==> src/bba_pkg.sv <==
// Package for the bitmap buffer allocator: sizes, codes, channel payloads
// and the request token that travels along the cell chain.
// No dependencies.
package bba_pkg;

  localparam int MAX_BUFFERS = 128;
  localparam int BLOCK_BYTES = 4096;

  localparam int BLOCK_SHIFT = $clog2(BLOCK_BYTES);
  localparam int IDX_W       = $clog2(MAX_BUFFERS);
  localparam int CNT_W       = 8;
  localparam int CELL_BITS   = 8;
  localparam int CELL_SHIFT  = $clog2(CELL_BITS);
  localparam int NUM_CELLS   = MAX_BUFFERS / CELL_BITS;
  localparam int CID_W       = IDX_W - CELL_SHIFT;

  localparam int IN_OFF_W  = 20;
  localparam int OUT_OFF_W = 19;
  localparam int OFFIDX_W  = IN_OFF_W - BLOCK_SHIFT;
  localparam int CMP_W     = (OFFIDX_W > CNT_W) ? OFFIDX_W : CNT_W;

  localparam int CFG_DATA_W = 32;
  localparam int CFG_ADDR_W = 3;

  localparam logic [CFG_ADDR_W-3:0] REG_ACTIVE_BUFFERS = '0;
  localparam logic [CNT_W-1:0]      ACTIVE_RESET       = CNT_W'(93);
  localparam logic [CNT_W-1:0]      MAX_COUNT          = CNT_W'(MAX_BUFFERS);

  localparam logic MODE_ALLOC = 1'b0;
  localparam logic MODE_FREE  = 1'b1;

  typedef enum logic [1:0] {
    ERR_NONE     = 2'd0,
    ERR_NO_FREE  = 2'd1,
    ERR_RANGE    = 2'd2,
    ERR_NOT_USED = 2'd3
  } err_t;

  typedef struct packed {
    logic                mode;
    logic [IN_OFF_W-1:0] free_offset;
  } in_item_t;

  typedef struct packed {
    logic                 ok;
    err_t                 error_code;
    logic [OUT_OFF_W-1:0] granted_offset;
    logic [CNT_W-1:0]     in_use_count;
    logic [CNT_W-1:0]     peak_in_use;
  } out_item_t;

  typedef struct packed {
    logic             valid;
    logic             alloc;
    logic             bad;
    logic             hit;
    logic [IDX_W-1:0] idx;
  } tok_t;

endpackage

==> src/bba_cell.sv <==
// One cell of the allocator chain: holds the in-use bits of CELL_BITS
// buffers and serves the request token passing through it.
// Depends on bba_pkg.
module bba_cell import bba_pkg::*; (
  input  logic             clk,
  input  logic             rst_n,
  input  logic             en,
  input  logic [CID_W-1:0] cell_id,
  input  logic [CNT_W-1:0] pool_n,
  input  tok_t             tok_i,
  output tok_t             tok_o
);

  logic [CELL_BITS-1:0]  bits_r, bits_nxt;
  tok_t                  tok_r, tok_nxt;
  logic [CELL_BITS-1:0]  in_rng;
  logic                  found;
  logic [CELL_SHIFT-1:0] pick;
  logic [CELL_SHIFT-1:0] jf;
  logic                  mine;

  always_comb begin
    for (int j = 0; j < CELL_BITS; j++) begin
      in_rng[j] = CNT_W'({cell_id, CELL_SHIFT'(j)}) < pool_n;
    end
  end

  always_comb begin
    found = 1'b0;
    pick  = '0;
    for (int j = 0; j < CELL_BITS; j++) begin
      if (!found && !bits_r[j] && in_rng[j]) begin
        found = 1'b1;
        pick  = CELL_SHIFT'(j);
      end
    end
  end

  assign jf   = tok_i.idx[CELL_SHIFT-1:0];
  assign mine = (tok_i.idx[IDX_W-1:CELL_SHIFT] == cell_id);

  always_comb begin
    bits_nxt = bits_r;
    tok_nxt  = tok_i;
    if (tok_i.valid && tok_i.alloc && !tok_i.hit && found) begin
      bits_nxt[pick] = 1'b1;
      tok_nxt.hit    = 1'b1;
      tok_nxt.idx    = {cell_id, pick};
    end
    if (tok_i.valid && !tok_i.alloc && !tok_i.bad && mine && bits_r[jf]) begin
      bits_nxt[jf] = 1'b0;
      tok_nxt.hit  = 1'b1;
    end
  end

  always_ff @(posedge clk) begin
    if (!rst_n) begin
      bits_r       <= '0;
      tok_r.valid  <= 1'b0;
    end else if (en) begin
      bits_r <= bits_nxt;
      tok_r  <= tok_nxt;
    end
  end

  assign tok_o = tok_r;

endmodule

==> src/bitmap_buffer_allocator_core.sv <==
// Top level of the bitmap buffer allocator: request entry, cell chain,
// counters, result register and configuration port.
// Depends on bba_pkg and bba_cell.
//
//   channel  | handshake          | payload
//   in_      | in_valid, in_stall | in_data (in_item_t)
//   out_     | out_valid, out_stall | out_data (out_item_t)
//   cfg_     | APB write/read     | active_buffers at address 0
//
// A transaction walks the chain one cell per cycle while the output is not
// stalled; its result is registered after the last cell, and the next
// transaction is taken only once the previous one has left the chain.
// Reset frees every buffer and clears both counters.
// A stalled result holds the chain; the input stalls while a transaction
// is in flight.
module bitmap_buffer_allocator_core import bba_pkg::*; (
  input  logic                  clk,
  input  logic                  rst_n,
  input  logic                  in_valid,
  output logic                  in_stall,
  input  in_item_t              in_data,
  output logic                  out_valid,
  input  logic                  out_stall,
  output out_item_t             out_data,
  input  logic                  cfg_psel,
  input  logic                  cfg_penable,
  input  logic                  cfg_pwrite,
  input  logic [CFG_ADDR_W-1:0] cfg_paddr,
  input  logic [CFG_DATA_W-1:0] cfg_pwdata,
  output logic [CFG_DATA_W-1:0] cfg_prdata,
  output logic                  cfg_pready
);

  logic [CNT_W-1:0]    active_r;
  logic [CNT_W-1:0]    pool_n;
  logic [CNT_W-1:0]    used_r, used_nxt;
  logic [CNT_W-1:0]    peak_r, peak_nxt;
  logic                inflight_r;
  logic                out_valid_r;
  out_item_t           out_r, out_nxt;
  logic                en;
  logic                accept;
  logic [OFFIDX_W-1:0] off_idx;
  tok_t                chain [NUM_CELLS+1];
  tok_t                last;

  assign cfg_pready = 1'b1;

  always_ff @(posedge clk) begin
    if (!rst_n) begin
      active_r <= ACTIVE_RESET;
    end else if (cfg_psel && cfg_penable && cfg_pwrite
                 && cfg_paddr[CFG_ADDR_W-1:2] == REG_ACTIVE_BUFFERS) begin
      active_r <= cfg_pwdata[CNT_W-1:0];
    end
  end

  always_comb begin
    cfg_prdata = '0;
    if (cfg_paddr[CFG_ADDR_W-1:2] == REG_ACTIVE_BUFFERS) begin
      cfg_prdata = CFG_DATA_W'(active_r);
    end
  end

  assign pool_n = (active_r > MAX_COUNT) ? MAX_COUNT : active_r;

  assign en       = !out_valid_r || !out_stall;
  assign in_stall = inflight_r || !en;
  assign accept   = in_valid && !in_stall;

  assign off_idx = in_data.free_offset[IN_OFF_W-1:BLOCK_SHIFT];

  always_comb begin
    chain[0].valid = accept;
    chain[0].alloc = (in_data.mode == MODE_ALLOC);
    chain[0].bad   = !(CMP_W'(off_idx) < CMP_W'(pool_n));
    chain[0].hit   = 1'b0;
    chain[0].idx   = off_idx[IDX_W-1:0];
  end

  for (genvar k = 0; k < NUM_CELLS; k++) begin : g_cell
    bba_cell u_cell (
      .clk     (clk),
      .rst_n   (rst_n),
      .en      (en),
      .cell_id (CID_W'(k)),
      .pool_n  (pool_n),
      .tok_i   (chain[k]),
      .tok_o   (chain[k+1])
    );
  end

  assign last = chain[NUM_CELLS];

  always_comb begin
    used_nxt = used_r;
    peak_nxt = peak_r;
    out_nxt  = '0;
    if (last.hit) begin
      if (last.alloc) begin
        used_nxt = used_r + CNT_W'(1);
        out_nxt.granted_offset = OUT_OFF_W'({last.idx, {BLOCK_SHIFT{1'b0}}});
      end else begin
        used_nxt = used_r - CNT_W'(1);
      end
      out_nxt.ok         = 1'b1;
      out_nxt.error_code = ERR_NONE;
    end else if (last.alloc) begin
      out_nxt.error_code = ERR_NO_FREE;
    end else if (last.bad) begin
      out_nxt.error_code = ERR_RANGE;
    end else begin
      out_nxt.error_code = ERR_NOT_USED;
    end
    if (used_nxt > peak_r) begin
      peak_nxt = used_nxt;
    end
    out_nxt.in_use_count = used_nxt;
    out_nxt.peak_in_use  = peak_nxt;
  end

  always_ff @(posedge clk) begin
    if (!rst_n) begin
      used_r      <= '0;
      peak_r      <= '0;
      inflight_r  <= 1'b0;
      out_valid_r <= 1'b0;
    end else begin
      if (accept) begin
        inflight_r <= 1'b1;
      end else if (en && last.valid) begin
        inflight_r <= 1'b0;
      end
      if (en) begin
        out_valid_r <= last.valid;
        if (last.valid) begin
          used_r <= used_nxt;
          peak_r <= peak_nxt;
          out_r  <= out_nxt;
        end
      end
    end
  end

  assign out_valid = out_valid_r;
  assign out_data  = out_r;

endmodule
==> config.mk <==
export PLATFORM = sky130hd
export DESIGN_NAME = bitmap_buffer_allocator_core
export DESIGN_NICKNAME = d
export VERILOG_FILES = /design/src/bba_pkg.sv /design/src/bba_cell.sv /design/src/bitmap_buffer_allocator_core.sv
export SDC_FILE = /design/constraint.sdc
export NUM_CORES = 1
export LEC_CHECK = 0
export BUFFER_PORTS_ARGS = -buffer_cell sky130_fd_sc_hd__buf_2
export CORE_ASPECT_RATIO = 1.2
export CORE_MARGIN = 2
export CORE_UTILIZATION = 60
export CTS_CLUSTER_SIZE = 20
export DETAILED_ROUTE_END_ITERATION = 12
export PLACE_DENSITY = 0.79
export SYNTH_ARGS = -nofsm -noshare
export SYNTH_HDL_FRONTEND = slang
export SYNTH_SLANG_ARGS = --single-unit
==> constraint.sdc <==
create_clock -name clk -period 11.5 [get_ports clk]
set_input_delay 0.575 -clock clk [delete_from_list [all_inputs] [get_ports clk]]
set_output_delay 0.575 -clock clk [all_outputs]
set_load 0.02 [all_outputs]
# Yosys cells after proc, flatten, opt, wreduce, memory -nomap -nowiden
# Index checks and enable logic that the tools add are counted.
# classes
eq_ne	15
bitwise_logic	50
add_sub_neg	2
n_lt_le_gt_ge	195
muxes	394
n_reduce_logical	702
# op_table
operator	n
$lt A7 B8 Y1 const A	64
$logic_and A1 B1 Y1	388
$mux W8	38
$logic_not A1 Y1	290
$lt A6 B8 Y1 const A	32
$mux W3	79
$mux W1	197
$and A8 B8 Y8	16
$lt A3 B4 Y1 const B	32
$lt A5 B8 Y1 const A	16
$not A8 Y8	16
$or A8 B8 Y8	16
$demux W1 S3	32
$ge A3 B1 Y1 const B	32
$lt A4 B8 Y1 const A	8
$mux W2	32
$bmux W1 S3	16
$eq A4 B4 Y1 const B	8
$lt A3 B8 Y1 const A	4
$reduce_or A2 Y1	16
$eq A4 B3 Y1 const B	4
$lt A1 B8 Y1 const A	2
$lt A2 B8 Y1 const A	2
$add A8 B1 Y8 const B	1
12 further kinds	17
# word_totals
regBits	368
in_bits	63
out_inout_bits	73

# Longest topological paths before layout
# logic_depth
word_depth	41
ltp_mapped	18
depth_no_buf	17

# Cells and area by module
# Synthesis repeated with hierarchy kept, for this count alone.
# unflattened
cells_unflattened	2707
hier_area_um2	25305.5
# by_module_without_submodules
mod	seq_area_each_um2	area_per_inst_um2	cells_each	n_inst
bba_cell (g_cell[0].u_cell ...)	480.5	1388.8	148	15
bitmap_buffer_allocator_core	1301.2	3099.2	338	1
bba_cell (g_cell[9].u_cell)	480.5	1373.8	149	1

# Least setup slack after synthesis
# Ideal clock, no wire load.
# synth_path
path_kind	input port to flip-flop
from	input out_stall
to	register g_cell[10].u_cell.bits_r[0]
cell_stages	6
setup_time_ns	0.093
path_slack_ns	2.760
arrival_ns	8.648
cell_sequence	and2_1 -> clkbuf_1 -> clkbuf_1 -> clkbuf_1 -> nor2_1 -> a31o_2
# synth_via
elab_chain_len	2
# synth_rtl
element	line	text
start, declared	bitmap_buffer_allocator_core.sv:23	input logic out_stall,
$logic_not A1 Y1	bitmap_buffer_allocator_core.sv:67	assign en = !out_valid_r || !out_stall;
$logic_or A1 B1 Y1	bitmap_buffer_allocator_core.sv:67	
end signal, assigned	bba_cell.sv:61	bits_r <= bits_nxt;
end, declared	bba_cell.sv:14	logic [CELL_BITS-1:0] bits_r, bits_nxt;
# No other way between the ends.
# A chain may end at the register's enable or synchronous reset.

==> summary.md <==
| Metric | Value |
|---|---|
| Status | `complete, no violations` |
| Maxcap violations | `0` |
| Power Internal | `2.197 mW` |
| NumNets Final | `2244` |
| Cells after Synth | `2157` |
| CP cell instances | `inv_1 > ha_1 > a211oi_1 > o21ai_0 > a2111oi_0 > nor4_1 > o21ai_0 > xor2_1 > inv_1 > ha_1 > nand3_1 > nor2_1 > a32o_1 > a21o_1 > mux2_2 > nor2_1 > a211oi_1` |
| Remaining DRCs | `0` |
| FF/Latch Area | `8990 um^2` |
| EDFF count, synth | `186` |
| Syn Area/Cell | `9.334 um^2` |
| Overall power | `2.902 mW` |
| Fraction of layout cells with a size suffix above 1 | `13.76%` |
| Area share of the largest cell type after synthesis | `27.74%` |
| WS Path Type | `register to register` |
| Post-CTS setup buffers | `0` |
| Fin crit share | `43.76%` |
| Filler instances | `2711` |
| Hold Fails Final Rpt | `0` |
| GR Layer Usage met3 | `5.487%` |
| Worst-margin pin slew | `1.118 ns` |
| Routability cong. | `0.9852` |
| Seq pwr share | `48.9%` |
| Asr flop ratio synth | `0%` |
| Placed inst area | `20490 um^2` |
| Non-Filler Instances | `2638` |
| I/O pin count | `136` |
| RSZ-0062 raised after global routing | `no` |
| Synth warn | `0` |
| Clock Path Buffers | `3` |
| Routed WL per cell | `21.59 um` |
| Worst skew pair latency | `0.54 ns` |
| Psw | `704.5 uW` |
| Ys flop type | `edfxtp_1` |
| CTS root buf | `clkbuf_16` |
| Final min period | `5.033 ns` |
| GRT met1 Usage | `39.95%` |
| Combinational power share | `7.1%` |
| Fmax | `198.7 MHz` |
| Setup crit end kind | `register` |
| Clk pwr share | `44.0%` |
| Pleak | `7.678 nW` |
| Post-CTS Resized | `0` |
| Vias per cell | `6.673` |
| Met2 Use GR | `54.72%` |
| VDD IR-drop max | `0.1455 mV` |
| Placed wire-length estimate | `39.33 mm` |
| Initial Util | `60.89%` |
| Top-count cell post-synth | `nor2_1` |
| Number of antenna violations at the first check in global routing | `0` |
| Sw frac | `24.28%` |
| Drt pass-1 iters | `6` |
| Slowest-stage cell, CP | `a2111oi_0` |
| Vias in the first global route | `17090` |
| Final instance area | `21780 um^2` |
| Worst-path clk slew | `0.06 ns` |
| Data required time at the worst endpoint | `11.90 ns` |
| Final Setup Violations | `0` |
| Largest net degree at the start of global routing | `83` |
| GRT Max-Usage Layer | `met2` |
| Arrival @ worst endpoint | `5.43 ns` |
| Setup crit start kind | `register` |
| Post-Route WL | `56.97 mm` |
| DIE WIDTH | `171.2 um` |
| Setup TNS Final | `0 ns` |
| Detailed-route via count | `17600` |
| Netlist cell types | `111` |
| Standard-cell rows | `73` |
| Global-route wire length before repair | `90.16 mm` |
| Yosys reg bits | `356` |
| CTS sink count | `356` |
| Clock Skew | `0.01536 ns` |
| Syn Std Cell Area | `20130 um^2` |
| DR iter-0 viols | `1813` |
| Crit-path max cell delay | `0.59 ns` |
| Post-synthesis sequential area ratio | `44.64%` |
| Synthesis-to-layout area growth | `8.153%` |
| Placed cell count | `2569` |
| Ant. Diodes | `0` |
| Commonest cells in the netlist | `244 x nor2_1, 189 x a21oi_1, 186 x edfxtp_1` |
| Slew HR | `25.44%` |
| TritonCTS clock tree | `done` |
| Top cells by area, synth | `edfxtp_1 28%, dfxtp_1 17%, a21oi_1 4.7%` |
| Max FO, Critical Path | `14` |
| Largest area contributor in the netlist | `edfxtp_1` |
| Die area | `35040 um^2` |
| Max Slew Vio Count | `0` |
| H-tree depth | `2` |
| # hold bufs at CTS | `0` |
| Hold crit path type | `input port to register` |
| Area of the core | `33060 um^2` |
| Buf/Inv on CP | `2` |
| Total power density per cell area | `133.3 nW/um^2` |
| GR Overflow Total | `0` |
| Total GRT Usage | `32.62%` |
| Chip height | `204.7 um` |
| Utilization after layout | `65.86%` |
| Area of the multi-input gates | `10190 um^2` |
| CP delay by family, top | `compound AO/OA/AOI/OAI gates` |
| Detail Route Antenna Nets | `0` |
| CTS buffer count | `38` |
| IO buf count | `60` |
==> cell families after synthesis <==
family / share of synthesized area [%]
AND/OR/NAND/NOR: 21.71
XOR/XNOR: 0.2175
other: 0.03730
flip-flops: 44.64
buffers and inverters: 5.462
adder cells (fa/ha/maj): 1.404
AO/OA/AOI/OAI: 21.86
multiplexers: 4.661
==> power groups by stage <==
| stage | combinational (mW) | clock (mW) | sequential, mW |
|---|---|---|---|
| 2_1_floorplan | 0.169 | 0 | 1.43 |
| 3_3_place_gp | 0.195 | 0 | 1.44 |
| 3_5_place_dp | 0.199 | 0 | 1.45 |
| 4_1_cts | 0.201 | 1.29 | 1.42 |
| 5_1_grt | 0.222 | 1.33 | 1.42 |
| 6_report | 0.205 | 1.28 | 1.42 |
==> path summary, 6_finish.rpt <==
path / from / slack, ns / to / cells past startpoint
max: g_cell[15].u_cell.tok_o[9] / 6.47 / peak_r[1] / 17
min reg2reg: g_cell[5].u_cell.tok_o[8] / 0.45 / g_cell[6].u_cell.tok_o[8] / 0
max reg2reg: g_cell[15].u_cell.tok_o[9] / 6.47 / peak_r[1] / 17
min: cfg_pwdata[0] / 0.25 / active_r[0] / 3
==> worst reg2reg max path, stage by stage, from the launching register on <==
cell and delay (ns):
edfxtp_1 0.55, inv_1 0.25, ha_1 0.36, a211oi_1 0.33
o21ai_0 0.24, a2111oi_0 0.59, nor4_1 0.12, o21ai_0 0.36
xor2_1 0.31, inv_1 0.12, ha_1 0.32, nand3_1 0.11
nor2_1 0.11, a32o_1 0.18, a21o_1 0.38, mux2_2 0.40
nor2_1 0.10, a211oi_1 0.05
==> registers in the layout, indices dropped and copies added (netlist names) <==
signal,count
g_cell.u_cell.bits_r,128
out_valid,1
g_cell.u_cell.tok_o,176
peak_r,8
used_r,8
inflight_r,1
active_r,8
out_data,26
==> cell usage in the layout (no fill, tap or decap), types with 17 or more instances in the layout <==
master,synthesis,routed
a211oi_1,24,24
a21o_1,21,21
a21oi_1,189,189
a31oi_1,50,50
a41oi_1,21,21
and2_1,18,17
buf_2,24,60
buf_4,52,23
clkbuf_16,0,39
conb_1,2,37
dfxtp_1,170,169
edfxtp_1,186,186
ha_1,21,21
inv_1,68,68
mux4_2,32,32
nand2_1,172,171
nand2b_1,50,50
nand3_1,37,37
nand3b_1,17,17
nor2_1,244,242
nor2b_1,42,41
nor3_1,77,77
nor4_1,17,17
o211ai_1,19,19
o21ai_0,127,127
o221a_2,20,20
or2_2,35,35
or3_1,25,25
==> layout make-up <==
class                      instances  share of cell area [%]
inverter                          71                   1.224
timing repair buffer              83                   2.172
sequential                       356                   41.28
clock buffer                      44                   4.660
clock inverter                    25                   1.264
multi-input combinational       1609                   46.81
tap                              450                   2.586
==> through the flow <==
step,setup slack (ns),hold slack [ns]
after detailed placement,6.586,0.4477
after global routing,6.145,0.2640
after floorplan,2.760,0.4208
after global placement,6.822,0.4338
after CTS,6.505,0.2395
final,6.467,0.2530
==> metal layers <==
metal | up-vias | part of all wire, %
met2 | 915 | 48
met5 | - | 0
met4 | 0 | 5.6
li1 | 8038 | -
met1 | 8417 | 39
met3 | 233 | 8.2
No activity file was read; power rests on OpenSTA's default activity.
